### src/rtl/core/scan_min_distance_target_search_macros.svh
// Assertion macros for the scan min-distance target search block.
// Included by the RTL files that carry concurrent assertions; no dependencies.
`ifndef SCAN_MIN_DISTANCE_TARGET_SEARCH_MACROS_SVH
`define SCAN_MIN_DISTANCE_TARGET_SEARCH_MACROS_SVH

// Same-cycle implication, disabled while reset is asserted (active low).
`define SMDTS_ASSERT_IMP(lbl, clk, rstn, ante, cons) \
    lbl: assert property (@(posedge clk) disable iff (!(rstn)) (ante) |-> (cons)) \
        else $error("smdts assertion failed");

// Next-cycle implication, disabled while reset is asserted (active low).
`define SMDTS_ASSERT_NXT(lbl, clk, rstn, ante, cons) \
    lbl: assert property (@(posedge clk) disable iff (!(rstn)) (ante) |=> (cons)) \
        else $error("smdts assertion failed");

`endif

### src/rtl/core/smdts_pkg.sv
// Package for the scan min-distance target search block.
// Types, register indexes and fixed constants; no dependencies.
package smdts_pkg;

    localparam int ANG_W   = 17;
    localparam int DIST_W  = 16;
    localparam int STEP_W  = 12;
    localparam int LAYER_W = 4;
    localparam int DEAD_W  = 10;
    localparam int IDX_W   = 3;

    // Wide working width for angle sums before saturation
    localparam int WIDE_W  = ANG_W + 2;

    typedef enum logic [1:0] {
        ST_CONVERGING = 2'd0,
        ST_NO_TARGET  = 2'd1,
        ST_READY      = 2'd2,
        ST_FAULT      = 2'd3
    } t_status;

    localparam logic [IDX_W-1:0] CFG_WIN_MIN    = 3'd0;
    localparam logic [IDX_W-1:0] CFG_WIN_MAX    = 3'd1;
    localparam logic [IDX_W-1:0] CFG_DIST_MIN   = 3'd2;
    localparam logic [IDX_W-1:0] CFG_DIST_MAX   = 3'd3;
    localparam logic [IDX_W-1:0] CFG_STEP_INIT  = 3'd4;
    localparam logic [IDX_W-1:0] CFG_LAYER_INIT = 3'd5;
    localparam logic [IDX_W-1:0] CFG_DEAD_BAND  = 3'd6;

    localparam logic signed [ANG_W-1:0] RST_WIN_MIN    = -17'sd3000;
    localparam logic signed [ANG_W-1:0] RST_WIN_MAX    = 17'sd3000;
    localparam logic [DIST_W-1:0]       RST_DIST_MIN   = 16'd0;
    localparam logic [DIST_W-1:0]       RST_DIST_MAX   = 16'd65534;
    localparam logic [STEP_W-1:0]       RST_STEP_INIT  = 12'd50;
    localparam logic [LAYER_W-1:0]      RST_LAYER_INIT = 4'd3;
    localparam logic [DEAD_W-1:0]       RST_DEAD_BAND  = 10'd20;

    localparam logic [DIST_W-1:0] NO_DIST = 16'hFFFF;

    localparam logic signed [WIDE_W-1:0] ANG_MIN_W = -19'sd65536;
    localparam logic signed [WIDE_W-1:0] ANG_MAX_W = 19'sd65535;

    // floor(2*s/3) == (s * DIV3_MUL) >> DIV3_SHIFT for any 12-bit s
    localparam logic [15:0] DIV3_MUL   = 16'd43691;
    localparam int          DIV3_SHIFT = 16;

    function automatic logic signed [ANG_W-1:0] sat_ang(input logic signed [WIDE_W-1:0] x);
        logic signed [ANG_W-1:0] res;
        if (x < ANG_MIN_W) begin
            res = ANG_MIN_W[ANG_W-1:0];
        end else if (x > ANG_MAX_W) begin
            res = ANG_MAX_W[ANG_W-1:0];
        end else begin
            res = x[ANG_W-1:0];
        end
        return res;
    endfunction

endpackage

### src/rtl/core/scan_min_distance_target_search.sv
// Top level of the scan min-distance target search block.
// Depends on smdts_pkg and scan_min_distance_target_search_macros.svh.
//
// Layered minimum-distance search over a yaw window. Every input beat is one
// sensor sample (measured angle, laser range, restart flag) and yields exactly
// one output beat: commanded angle, status, best angle and best distance.
// While approaching, the command moves EDGE_STEP toward the nearer window
// edge; then the block sweeps in the working step, tracks the smallest range
// inside [dist_accept_min, dist_accept_max], and at the far edge either
// latches no-target / ready or narrows the window to half width around the
// best angle with a step of two thirds. A fault status latches if the approach
// stops near neither edge. Statuses other than converging hold until a beat
// with restart set, which reloads window, step and layers from the config
// registers first. Throughput is one beat per clock while the result stream
// does not stall; a beat passes the input register, then the result register.
// The search state is updated combinationally from the input register and is
// registered together with the result. The config port is ready whenever
// reset is released and must only be written while no beat is in flight.
module scan_min_distance_target_search #(
    parameter int EDGE_STEP = 10
) (
    input  logic        i_clk,
    input  logic        i_rst_n,
    // config write channel
    input  logic        i_cfg_valid,
    output logic        o_cfg_ready,
    input  logic [2:0]  i_cfg_index,
    input  logic [16:0] i_cfg_data,
    // sample stream
    input  logic        s_axis_tvalid,
    output logic        s_axis_tready,
    input  logic [39:0] s_axis_tdata,  // [16:0] measured_angle, [32:17] laser_range, pad
    input  logic [0:0]  s_axis_tuser,  // [0] restart
    // result stream
    output logic        m_axis_tvalid,
    input  logic        m_axis_tready,
    output logic [55:0] m_axis_tdata,  // [16:0] command_angle, [33:17] found_angle,
                                       // [49:34] found_distance, pad
    output logic [1:0]  m_axis_tuser   // [1:0] search_status
);

`include "scan_min_distance_target_search_macros.svh"

    localparam int AW = smdts_pkg::ANG_W;
    localparam int DW = smdts_pkg::DIST_W;
    localparam int SW = smdts_pkg::STEP_W;
    localparam int LW = smdts_pkg::LAYER_W;
    localparam int BW = smdts_pkg::DEAD_W;
    localparam int WW = smdts_pkg::WIDE_W;

    localparam logic signed [WW-1:0] EDGE_STEP_W = WW'(EDGE_STEP);

    // ---------------- config registers ----------------
    logic signed [AW-1:0] r_cfg_wmin, r_cfg_wmax;
    logic [DW-1:0]        r_cfg_dmin, r_cfg_dmax;
    logic [SW-1:0]        r_cfg_step;
    logic [LW-1:0]        r_cfg_layers;
    logic [BW-1:0]        r_cfg_dead;

    // writes are dropped during reset, so ready follows reset
    assign o_cfg_ready = i_rst_n;

    always_ff @(posedge i_clk) begin
        if (!i_rst_n) begin
            r_cfg_wmin   <= smdts_pkg::RST_WIN_MIN;
            r_cfg_wmax   <= smdts_pkg::RST_WIN_MAX;
            r_cfg_dmin   <= smdts_pkg::RST_DIST_MIN;
            r_cfg_dmax   <= smdts_pkg::RST_DIST_MAX;
            r_cfg_step   <= smdts_pkg::RST_STEP_INIT;
            r_cfg_layers <= smdts_pkg::RST_LAYER_INIT;
            r_cfg_dead   <= smdts_pkg::RST_DEAD_BAND;
        end else if (i_cfg_valid) begin
            case (i_cfg_index)
                smdts_pkg::CFG_WIN_MIN:    r_cfg_wmin   <= i_cfg_data;
                smdts_pkg::CFG_WIN_MAX:    r_cfg_wmax   <= i_cfg_data;
                smdts_pkg::CFG_DIST_MIN:   r_cfg_dmin   <= i_cfg_data[DW-1:0];
                smdts_pkg::CFG_DIST_MAX:   r_cfg_dmax   <= i_cfg_data[DW-1:0];
                smdts_pkg::CFG_STEP_INIT:  r_cfg_step   <= i_cfg_data[SW-1:0];
                smdts_pkg::CFG_LAYER_INIT: r_cfg_layers <= i_cfg_data[LW-1:0];
                smdts_pkg::CFG_DEAD_BAND:  r_cfg_dead   <= i_cfg_data[BW-1:0];
                default: ;
            endcase
        end
    end

    // ---------------- handshake ----------------
    logic r_in_vld, r_out_vld;
    logic adv;   // input register moves into result register this cycle

    assign adv           = r_in_vld && (!r_out_vld || m_axis_tready);
    assign s_axis_tready = i_rst_n && (!r_in_vld || adv);

    // ---------------- input register ----------------
    logic signed [AW-1:0] r_in_ang;
    logic [DW-1:0]        r_in_rng;
    logic                 r_in_restart;

    always_ff @(posedge i_clk) begin
        if (!i_rst_n) begin
            r_in_vld <= 1'b0;
        end else if (s_axis_tready) begin
            r_in_vld <= s_axis_tvalid;
        end
    end

    always_ff @(posedge i_clk) begin
        if (s_axis_tvalid && s_axis_tready) begin
            r_in_ang     <= s_axis_tdata[AW-1:0];
            r_in_rng     <= s_axis_tdata[AW+DW-1:AW];
            r_in_restart <= s_axis_tuser[0];
        end
    end

    // ---------------- search state ----------------
    logic signed [AW-1:0] r_win_low, r_win_high, r_best_ang, r_cmd_ang;
    logic [SW-1:0]        r_step_now;
    logic [LW-1:0]        r_layers_left;
    logic                 r_sweeping, r_sweep_dir;
    logic [DW-1:0]        r_best_dist;
    smdts_pkg::t_status   r_status;

    logic signed [AW-1:0] n_win_low, n_win_high, n_best_ang, n_cmd_ang;
    logic [SW-1:0]        n_step_now;
    logic [LW-1:0]        n_layers_left;
    logic                 n_sweeping, n_sweep_dir;
    logic [DW-1:0]        n_best_dist;
    smdts_pkg::t_status   n_status;

    // working copies after an optional restart reload
    logic signed [AW-1:0] e_lo, e_hi;
    logic [SW-1:0]        e_step;
    logic signed [WW-1:0] a_w, lo_w, hi_w, d_w, sum_w, a2_w;
    logic                 go_up, go_dn, near_lo, near_hi;
    logic                 in_range;
    logic signed [AW:0]   span;      // hi - lo
    logic signed [AW:0]   quarter;   // floor(span / 4)
    logic [SW+15:0]       step_prod;
    logic [SW-1:0]        step_23;

    always_comb begin
        // reload on restart; cmd_ang is not part of the reload
        if (r_in_restart) begin
            e_lo          = r_cfg_wmin;
            e_hi          = r_cfg_wmax;
            e_step        = (r_cfg_step == '0) ? SW'(1) : r_cfg_step;
            n_layers_left = r_cfg_layers;
            n_sweeping    = 1'b0;
            n_sweep_dir   = 1'b0;
            n_best_dist   = smdts_pkg::NO_DIST;
            n_best_ang    = '0;
            n_status      = smdts_pkg::ST_CONVERGING;
        end else begin
            e_lo          = r_win_low;
            e_hi          = r_win_high;
            e_step        = r_step_now;
            n_layers_left = r_layers_left;
            n_sweeping    = r_sweeping;
            n_sweep_dir   = r_sweep_dir;
            n_best_dist   = r_best_dist;
            n_best_ang    = r_best_ang;
            n_status      = r_status;
        end
        n_win_low  = e_lo;
        n_win_high = e_hi;
        n_step_now = e_step;
        n_cmd_ang  = r_cmd_ang;

        a_w   = WW'(r_in_ang);
        lo_w  = WW'(e_lo);
        hi_w  = WW'(e_hi);
        d_w   = WW'(signed'({1'b0, r_cfg_dead}));
        sum_w = lo_w + hi_w;
        a2_w  = a_w <<< 1;

        go_up   = (a_w < lo_w - d_w) || ((a2_w >= sum_w) && (a_w < hi_w - d_w));
        go_dn   = (a_w > hi_w + d_w) || ((a2_w < sum_w) && (a_w > lo_w + d_w));
        near_lo = (a_w >= lo_w - d_w) && (a_w <= lo_w + d_w);
        near_hi = (a_w >= hi_w - d_w) && (a_w <= hi_w + d_w);

        in_range = (r_in_rng >= r_cfg_dmin) && (r_in_rng <= r_cfg_dmax);

        span      = (AW+1)'(e_hi) - (AW+1)'(e_lo);
        quarter   = span >>> 2;
        step_prod = (SW+16)'(e_step) * (SW+16)'(smdts_pkg::DIV3_MUL);
        step_23   = step_prod[SW+smdts_pkg::DIV3_SHIFT-1:smdts_pkg::DIV3_SHIFT];

        if (n_status == smdts_pkg::ST_CONVERGING) begin
            if (!n_sweeping) begin
                // approach toward the nearer edge
                if (go_up) begin
                    n_cmd_ang = smdts_pkg::sat_ang(a_w + EDGE_STEP_W);
                end else if (go_dn) begin
                    n_cmd_ang = smdts_pkg::sat_ang(a_w - EDGE_STEP_W);
                end else if (near_lo || near_hi) begin
                    n_sweep_dir = !near_lo;
                    n_sweeping  = 1'b1;
                    n_best_dist = smdts_pkg::NO_DIST;
                end else begin
                    n_status = smdts_pkg::ST_FAULT;
                end
            end else begin
                if (in_range && (r_in_rng < n_best_dist)) begin
                    n_best_dist = r_in_rng;
                    n_best_ang  = r_in_ang;
                end
                if (!n_sweep_dir && (a_w < hi_w - d_w)) begin
                    n_cmd_ang = smdts_pkg::sat_ang(a_w + WW'(signed'({1'b0, e_step})));
                end else if (n_sweep_dir && (a_w > lo_w + d_w)) begin
                    n_cmd_ang = smdts_pkg::sat_ang(a_w - WW'(signed'({1'b0, e_step})));
                end else if (n_best_dist == smdts_pkg::NO_DIST) begin
                    n_status = smdts_pkg::ST_NO_TARGET;
                end else if (n_layers_left == '0) begin
                    n_status = smdts_pkg::ST_READY;
                end else begin
                    // narrow: half-width window around best, step * 2/3
                    n_layers_left = n_layers_left - LW'(1);
                    n_step_now    = (step_23 == '0) ? SW'(1) : step_23;
                    n_win_high    = smdts_pkg::sat_ang(WW'(n_best_ang) + WW'(quarter));
                    n_win_low     = smdts_pkg::sat_ang(WW'(n_best_ang) - WW'(quarter));
                    n_sweeping    = 1'b0;
                end
            end
        end
    end

    always_ff @(posedge i_clk) begin
        if (!i_rst_n) begin
            r_win_low     <= smdts_pkg::RST_WIN_MIN;
            r_win_high    <= smdts_pkg::RST_WIN_MAX;
            r_step_now    <= smdts_pkg::RST_STEP_INIT;
            r_layers_left <= smdts_pkg::RST_LAYER_INIT;
            r_sweeping    <= 1'b0;
            r_sweep_dir   <= 1'b0;
            r_best_dist   <= smdts_pkg::NO_DIST;
            r_best_ang    <= '0;
            r_cmd_ang     <= '0;
            r_status      <= smdts_pkg::ST_CONVERGING;
        end else if (adv) begin
            r_win_low     <= n_win_low;
            r_win_high    <= n_win_high;
            r_step_now    <= n_step_now;
            r_layers_left <= n_layers_left;
            r_sweeping    <= n_sweeping;
            r_sweep_dir   <= n_sweep_dir;
            r_best_dist   <= n_best_dist;
            r_best_ang    <= n_best_ang;
            r_cmd_ang     <= n_cmd_ang;
            r_status      <= n_status;
        end
    end

    // ---------------- result register ----------------
    logic signed [AW-1:0] r_out_cmd, r_out_best_ang;
    logic [DW-1:0]        r_out_best_dist;
    smdts_pkg::t_status   r_out_status;

    always_ff @(posedge i_clk) begin
        if (!i_rst_n) begin
            r_out_vld <= 1'b0;
        end else if (adv) begin
            r_out_vld <= 1'b1;
        end else if (m_axis_tready) begin
            r_out_vld <= 1'b0;
        end
    end

    always_ff @(posedge i_clk) begin
        if (adv) begin
            r_out_cmd       <= n_cmd_ang;
            r_out_best_ang  <= n_best_ang;
            r_out_best_dist <= n_best_dist;
            r_out_status    <= n_status;
        end
    end

    assign m_axis_tvalid = r_out_vld;
    assign m_axis_tdata  = {6'b0, r_out_best_dist, r_out_best_ang, r_out_cmd};
    assign m_axis_tuser  = r_out_status;

    // ---------------- assertions ----------------
    `SMDTS_ASSERT_IMP(a_step_nonzero, i_clk, i_rst_n, 1'b1, r_step_now != '0)
    `SMDTS_ASSERT_IMP(a_ready_has_dist, i_clk, i_rst_n,
        r_out_vld && (r_out_status == smdts_pkg::ST_READY),
        r_out_best_dist != smdts_pkg::NO_DIST)
    `SMDTS_ASSERT_IMP(a_notgt_no_dist, i_clk, i_rst_n,
        r_out_vld && (r_out_status == smdts_pkg::ST_NO_TARGET),
        r_out_best_dist == smdts_pkg::NO_DIST)
    `SMDTS_ASSERT_NXT(a_status_latched, i_clk, i_rst_n,
        adv && !r_in_restart && (r_status != smdts_pkg::ST_CONVERGING),
        (r_status == $past(r_status)) && (r_cmd_ang == $past(r_cmd_ang)))

endmodule
### config.mk
export PLATFORM = sky130hd
export DESIGN_NAME = scan_min_distance_target_search
export DESIGN_NICKNAME = d
export VERILOG_FILES = /design/src/rtl/core/smdts_pkg.sv /design/src/rtl/core/scan_min_distance_target_search.sv
export VERILOG_INCLUDE_DIRS = /design/src /design/src/rtl/core
export SDC_FILE = /design/constraint.sdc
export NUM_CORES = 1
export LEC_CHECK = 0
export ABC_AREA = 0
export CORE_MARGIN = 2
export CORE_UTILIZATION = 70
export CTS_BUF_LIST = sky130_fd_sc_hd__clkbuf_8 sky130_fd_sc_hd__clkbuf_16
export DETAILED_ROUTE_END_ITERATION = 8
export DONT_BUFFER_PORTS = 1
export PLACE_DENSITY_LB_ADDON = 0.1
export SYNTH_ARGS = -nofsm -noshare
export SYNTH_HDL_FRONTEND = slang
export SYNTH_SLANG_ARGS = --single-unit
### constraint.sdc
create_clock -name i_clk -period 12.1 [get_ports i_clk]
set_clock_uncertainty 0.15 [all_clocks]
set_input_delay 0.605 -clock i_clk [delete_from_list [all_inputs] [get_ports i_clk]]
set_output_delay 0.605 -clock i_clk [all_outputs]
set_load 0.1 [all_outputs]
# After elaboration in Yosys (flattened, before gate mapping)
# Index checks and enable logic that the tools add are counted.
# word_totals
wordCells	196
input_bits	66
output_inout_bits	61
reg_bits	284
# op_classes
eq_ne	7
add_sub_neg	13
reduce_logical	33
n_lt_le_gt_ge	25
mul	1
n_mux	91
# op_table
cell	count
$mux W17	38
$mux W16	9
$gt A18 B17 Y1 const B	6
$lt A18 B17 Y1 const B	6
$mux W12	9
$add A17 B11 Y18	2
$ge A17 B18 Y1	2
$gt A17 B18 Y1	2
$le A17 B18 Y1	2
$lt A17 B18 Y1	2
$sub A17 B11 Y18	2
$mul A12 B16 Y28 const B	1
$mux W4	7
$logic_not A12 Y1	2
$mux W2	10
$add A17 B13 Y18	1
$add A17 B16 Y18	1
$add A17 B17 Y18	1
$add A17 B5 Y18 const B	1
$ge A18 B18 Y1	1
$lt A18 B18 Y1	1
$mux W1	18
$sub A17 B13 Y18	1
$sub A17 B16 Y18	1
18 further kinds	44

# Longest topological paths before layout
# depth
depth_word	16
mapped_depth	33

# Least setup slack after synthesis
# No wires, ideal clock.
# synth_timing
path_type	register -> register
startpoint	register r_in_restart
endpoint	register r_step_now[0]
arrival_time_ns	7.472
stages_incl_launch_ff	28
period_less_slack_ns	7.692
setup_time_ns	0.070
path_slack_ns	4.408
path_buffers	5
path_cell_list	edfxtp_1 buf_6 clkbuf_1 clkbuf_1 clkbuf_1 buf_2 mux2i_1 inv_1 ha_1 fa_1 inv_1 fa_1 inv_1 fa_1 inv_1 fa_1 inv_1 ha_1 and3_1 and3_1 a31oi_1 a31oi_4 o21a_4 a2111o_1 a221oi_2 o2111ai_1 or4_1 a21oi_1
# synth_between
elab_chain_cells	12
# synth_rtl
element	line_no	rtl
from (decl)	scan_min_distance_target_search.sv:96	logic r_in_restart;
from (signal assigned)	scan_min_distance_target_search.sv:110	r_in_restart <= s_axis_tuser[0];
branches (longest 11 deep; another with $mul A12 B16 Y28)	--	
$mux W12 *	scan_min_distance_target_search.sv:187	if (n_status == smdts_pkg::ST_CONVERGING) begin
to (signal assigned)	scan_min_distance_target_search.sv:230	r_step_now <= smdts_pkg::RST_STEP_INIT;
to (signal assigned)	scan_min_distance_target_search.sv:241	r_step_now <= n_step_now;
to (decl)	scan_min_distance_target_search.sv:116	logic [SW-1:0] r_step_now;
# Every way passes the cells marked *. The select of a mux whose other input is x is not followed.
# A chain may end at the register's enable or synchronous reset.

# Worst setup path in the final report
# layout_timing
startpoint	register r_in_restart
endpoint	register r_win_high[4]
# layout_between
elab_chain_cells	16
# layout_rtl
element	line_no	rtl
$mux W16	scan_min_distance_target_search.sv:142	if (r_in_restart) begin
$lt A16 B16 Y1	scan_min_distance_target_search.sv:202	if (in_range && (r_in_rng < n_best_dist)) begin
$logic_and A1 B1 Y1	scan_min_distance_target_search.sv:202	
$mux W17	scan_min_distance_target_search.sv:202	
$mux W17	scan_min_distance_target_search.sv:188	if (!n_sweeping) begin
$mux W17	scan_min_distance_target_search.sv:187	
$add A17 B16 Y18	scan_min_distance_target_search.sv:218	n_win_high = smdts_pkg::sat_ang(WW'(n_best_ang) + WW'(quarter));
$gt A18 B17 Y1	smdts_pkg.sv:51	end else if (x > ANG_MAX_W) begin
$mux W17	smdts_pkg.sv:51	
$mux W17	smdts_pkg.sv:49	if (x < ANG_MIN_W) begin
$mux W17	scan_min_distance_target_search.sv:212	end else if (n_layers_left == '0) begin
$mux W17	scan_min_distance_target_search.sv:210	end else if (n_best_dist == smdts_pkg::NO_DIST) begin
$mux W17	scan_min_distance_target_search.sv:208	end else if (n_sweep_dir && (a_w > lo_w + d_w)) begin
$mux W17	scan_min_distance_target_search.sv:206	if (!n_sweep_dir && (a_w < hi_w - d_w)) begin
$mux W17	scan_min_distance_target_search.sv:188	
$mux W17 *	scan_min_distance_target_search.sv:187	
to (signal assigned)	scan_min_distance_target_search.sv:229	r_win_high <= smdts_pkg::RST_WIN_MAX;
to (signal assigned)	scan_min_distance_target_search.sv:240	r_win_high <= n_win_high;
to (decl)	scan_min_distance_target_search.sv:115	logic signed [AW-1:0] r_win_low, r_win_high, r_best_ang, r_cmd_ang;
# Every way passes the cells marked *; elsewhere a longest branch is shown, timed or not. The select of a mux whose other input is x is not followed.

==> flow_summary.yaml <==
timing:
  rsz0062_at_grt: "false"
  fin_ws_ps: 3090
  hold_viol: 2
  setup_viol: 0
  maxSlewViolCount: 0
  fmax_mhz: 111
  min_period_over_period: 0.744
  fin_hold_ws_ps: -6.48
  setup_tns_ps: 0
  worst_slew_pin_slew_ps: 1470
  min_period_ps: 9010
  relSlewSlack: 0.0111
cts:
  cts_resized: 0
  cts_setup_buffers: 0
  cts-buffers-inserted: 30
  cts_tree: "done"
  cts_sinks: 284
  htree_levels: 1
  clk_latency_ps: 610
  clk_pin_slew_ps: 70
  cts-root-buf: "clkbuf_16"
  clockBufferDepth: 3
placement:
  dp_slack_ps: 3590
  numPortBuffers: 0
  dp_hpwl_um: 64600
  routabilityCongestion: 1.03
power_and_ir_drop:
  irDropWorstVdd_v: 0.000135
  power_density_nw_per_um2: 119
  p_leak_nw: 11.9
global_route:
  grt_remaining_overflow: 0
  groute.layer.met1.usage: 0.546
  grt.met3_usage: 0.107
  grt_first_pass_wirelength_um: 140000
  grt_usage: 0.470
  grt_max_degree: 67
  use_met2: 0.759
  antenna_found_initial: 5
  grt-busiest-layer: "met2"
  grt_pass1_vias: 25200
worst_setup_path:
  reg2reg_depth: 26
  crit_fanout: 46
  path_class: "reg -> reg"
  rrSetupSlack_ps: 3090
  cp-end-kind: "flip-flop"
  r2r_end: "r_win_high[4]"
  critPathRequiredTime_ps: 12480
  cp-start-kind: "flip-flop"
  critPathArrivalTime_ps: 9390
  r2r_start: "r_in_restart"
logic_synthesis:
  synth_edf_count: 86
  synth_warnings: 0
  netlist_top_cells_area: "ha_1 17%, dfxtp_1 15%, edfxtp_1 10%, a21oi_1 5.7%, nand2_1 5.0%"
  synthFlopType: "dfxtp_1"
  synth_seq_cells: 284
  synth_cell_types: 101
  ys_seq_area_frac: 0.253
  syn_inst: 3172
  async_reset_ff_frac: 0
  synthTopCellsByCount: "343 x ha_1, 343 x nand2_1, 293 x a21oi_1"
  yosysTopAreaCell: "ha_1"
  syn_area_um2: 25800
  syn_avg_cell_area_um2: 8.14
  yosysTopAreaCellShare: 0.166
floorplanning:
  die_w_um: 196
  die_area_um2: 38400
  ios: 127
  rows: 70
  die_h_um: 196
  initial_utilization: 0.709
  coreArea_um2: 36400
detailed_routing:
  vias: 25500
  dr.first_iter.drc_count: 2759
  drt-total-wl_um: 92300
  post_drt_wl_per_cell_um: 25.2
  drc: 0
  via_per_inst: 6.98
  postRouteAntennaNets: 0
  drt-pass1-iter-count: 6
cells_and_area:
  fin_nets: 3623
  num-fill-cells: 2493
  syn2layout_area_growth_pct: 7.89
  drive_above_1_share: 0.0534
hold_path:
  min_path_cells: 2
  worstHoldPathType: "in -> reg"
  holdCritStartpoint: "i_cfg_data[0]"
  hold_end: "r_cfg_dmax[0]"
run_status:
  status: "finished with violations"
  violations: "negative hold slack, max-capacitance violations"
job:
  drv_cap: 1
==> per-stage QoR <==
step / hold slack, ps / util / power (W) / instance area, um^2 / std cells
floorplan: 279 / - / 0.00194 / 25800 / 3177
global placement: 288 / 0.718 / 0.00217 / 26200 / 3539
detailed placement: 298 / 0.718 / 0.00223 / 26200 / 3539
CTS: 0.313 / 0.764 / 0.00325 / 27800 / 3650
global route: 8.80 / 0.764 / 0.00344 / 27900 / 3654
finish: -6.48 / 0.765 / 0.00331 / 27900 / 3659
==> flip-flops by register name (all words and copies together) (netlist names), 4 cells and up <==
name             count
r_in_rng            16
r_step_now          12
r_cfg_wmin          17
r_cmd_ang           17
r_cfg_step          12
r_best_ang          17
r_win_high          17
r_cfg_layers         4
r_win_low           17
r_in_ang            17
r_cfg_wmax          17
r_cfg_dmax          16
r_out_best_dist     16
r_cfg_dead          10
r_cfg_dmin          16
r_best_dist         16
r_out_cmd           17
r_out_best_ang      17
r_layers_left        4
==> kinds of logic after synthesis <==
kind of cell	count (synthesis)	share of synthesized area
other cells	1	0.000145
simple gates	957	0.170
xor+xnor	158	0.0536
mux	83	0.0335
compound gates	861	0.216
flops	284	0.253
fa+ha+maj	399	0.209
buf+inv	429	0.0644
==> repair_timing <==
action                                 in CTS  in global routing
endpoints found under the hold margin     135                  1
setup endpoints to repair                   0                  0
hold buffers                               55                  1
==> cell type report <==
| cell class | count | area (um^2) | share of cell area |
|---|---|---|---|
| Tap cell | 468 | 586 | 0.0210 |
| Clock buffer | 33 | 792 | 0.0284 |
| Clock inverter | 23 | 302 | 0.0108 |
| Sequential cell | 284 | 6550 | 0.235 |
| Timing Repair Buffer | 94 | 863 | 0.0310 |
| Antenna cell | 8 | 20.0 | 0.000718 |
| Inverter | 285 | 1070 | 0.0385 |
| Multi-Input combinational cell | 2464 | 17700 | 0.635 |
==> worst max-delay path, cell delays in order, from the launching register on <==
cell and delay [ps]:
edfxtp_1 980, buf_4 700, mux2i_1 370, inv_1 220, ha_1 340, nand2b_1 180, a21oi_1 240, o21bai_1 120
a21oi_1 220, o21bai_1 90, a21oi_1 200, o21bai_1 90, a21oi_1 320, or2_2 220, o311ai_0 170, ha_1 360
nand4_1 160, nor4_2 440, nand4_1 330, and3_1 290, o21ai_1 160, nand3b_1 350, or3_1 450, buf_4 310
nor2_1 980, a221oi_1 220, o21ai_1 230
==> metal layers <==
layer	routed length, um	part of all wire
met1	32600	0.35
met3	10700	0.12
met4	8140	0.088
met5	13	0.00014
met2	40800	0.44
==> layout by cell type (no fill, tap or decap), types with 15 or more instances in the layout <==
master | netlist | routed
nand2b_1 | 28 | 27
mux2i_1 | 56 | 56
o211ai_1 | 50 | 50
nand3_1 | 88 | 88
fa_1 | 55 | 55
dlygate4sd3_1 | 0 | 55
nand2_1 | 343 | 343
mux2_2 | 27 | 27
o21ai_1 | 20 | 20
buf_4 | 7 | 38
or3_1 | 17 | 17
a21oi_1 | 293 | 292
edfxtp_1 | 86 | 86
nor4_1 | 15 | 15
o21bai_1 | 27 | 27
nor2b_1 | 30 | 30
o21a_1 | 18 | 18
nor3_1 | 63 | 62
a21o_1 | 28 | 28
inv_1 | 279 | 285
ha_1 | 343 | 343
clkbuf_16 | 0 | 30
and2_1 | 18 | 17
nor2_1 | 258 | 256
xnor2_1 | 135 | 135
dfxtp_1 | 198 | 198
a221oi_1 | 22 | 21
xor2_1 | 23 | 23
nand4_1 | 26 | 26
a211oi_1 | 30 | 30
o21ai_0 | 168 | 167
a31oi_1 | 23 | 22
o31ai_1 | 20 | 20
and3_1 | 15 | 15
==> worst max path at each step <==
stage | startpoint | endpoint | slack, ps | cells after the start
2_1_floorplan | r_in_restart | r_step_now[0] | 4410 | 27
3_5_place_dp | r_in_restart | r_win_high[4] | 3590 | 24
4_1_cts | r_in_restart | r_win_high[4] | 3450 | 26
5_1_grt | r_in_restart | r_win_high[4] | 2790 | 24
6_report | r_in_restart | r_win_high[4] | 3090 | 26
3_3_place_gp | r_in_restart | r_win_high[8] | 3720 | 24
==> power breakdown <==
group | total (W) | internal [W] | switching (W)
sequential | 0.00111 | 0.00102 | 0.0000924
clock | 0.00102 | 0.000602 | 0.000421
combinational | 0.00117 | 0.000435 | 0.000738
Note: power is estimated with default switching activity, not from simulation.
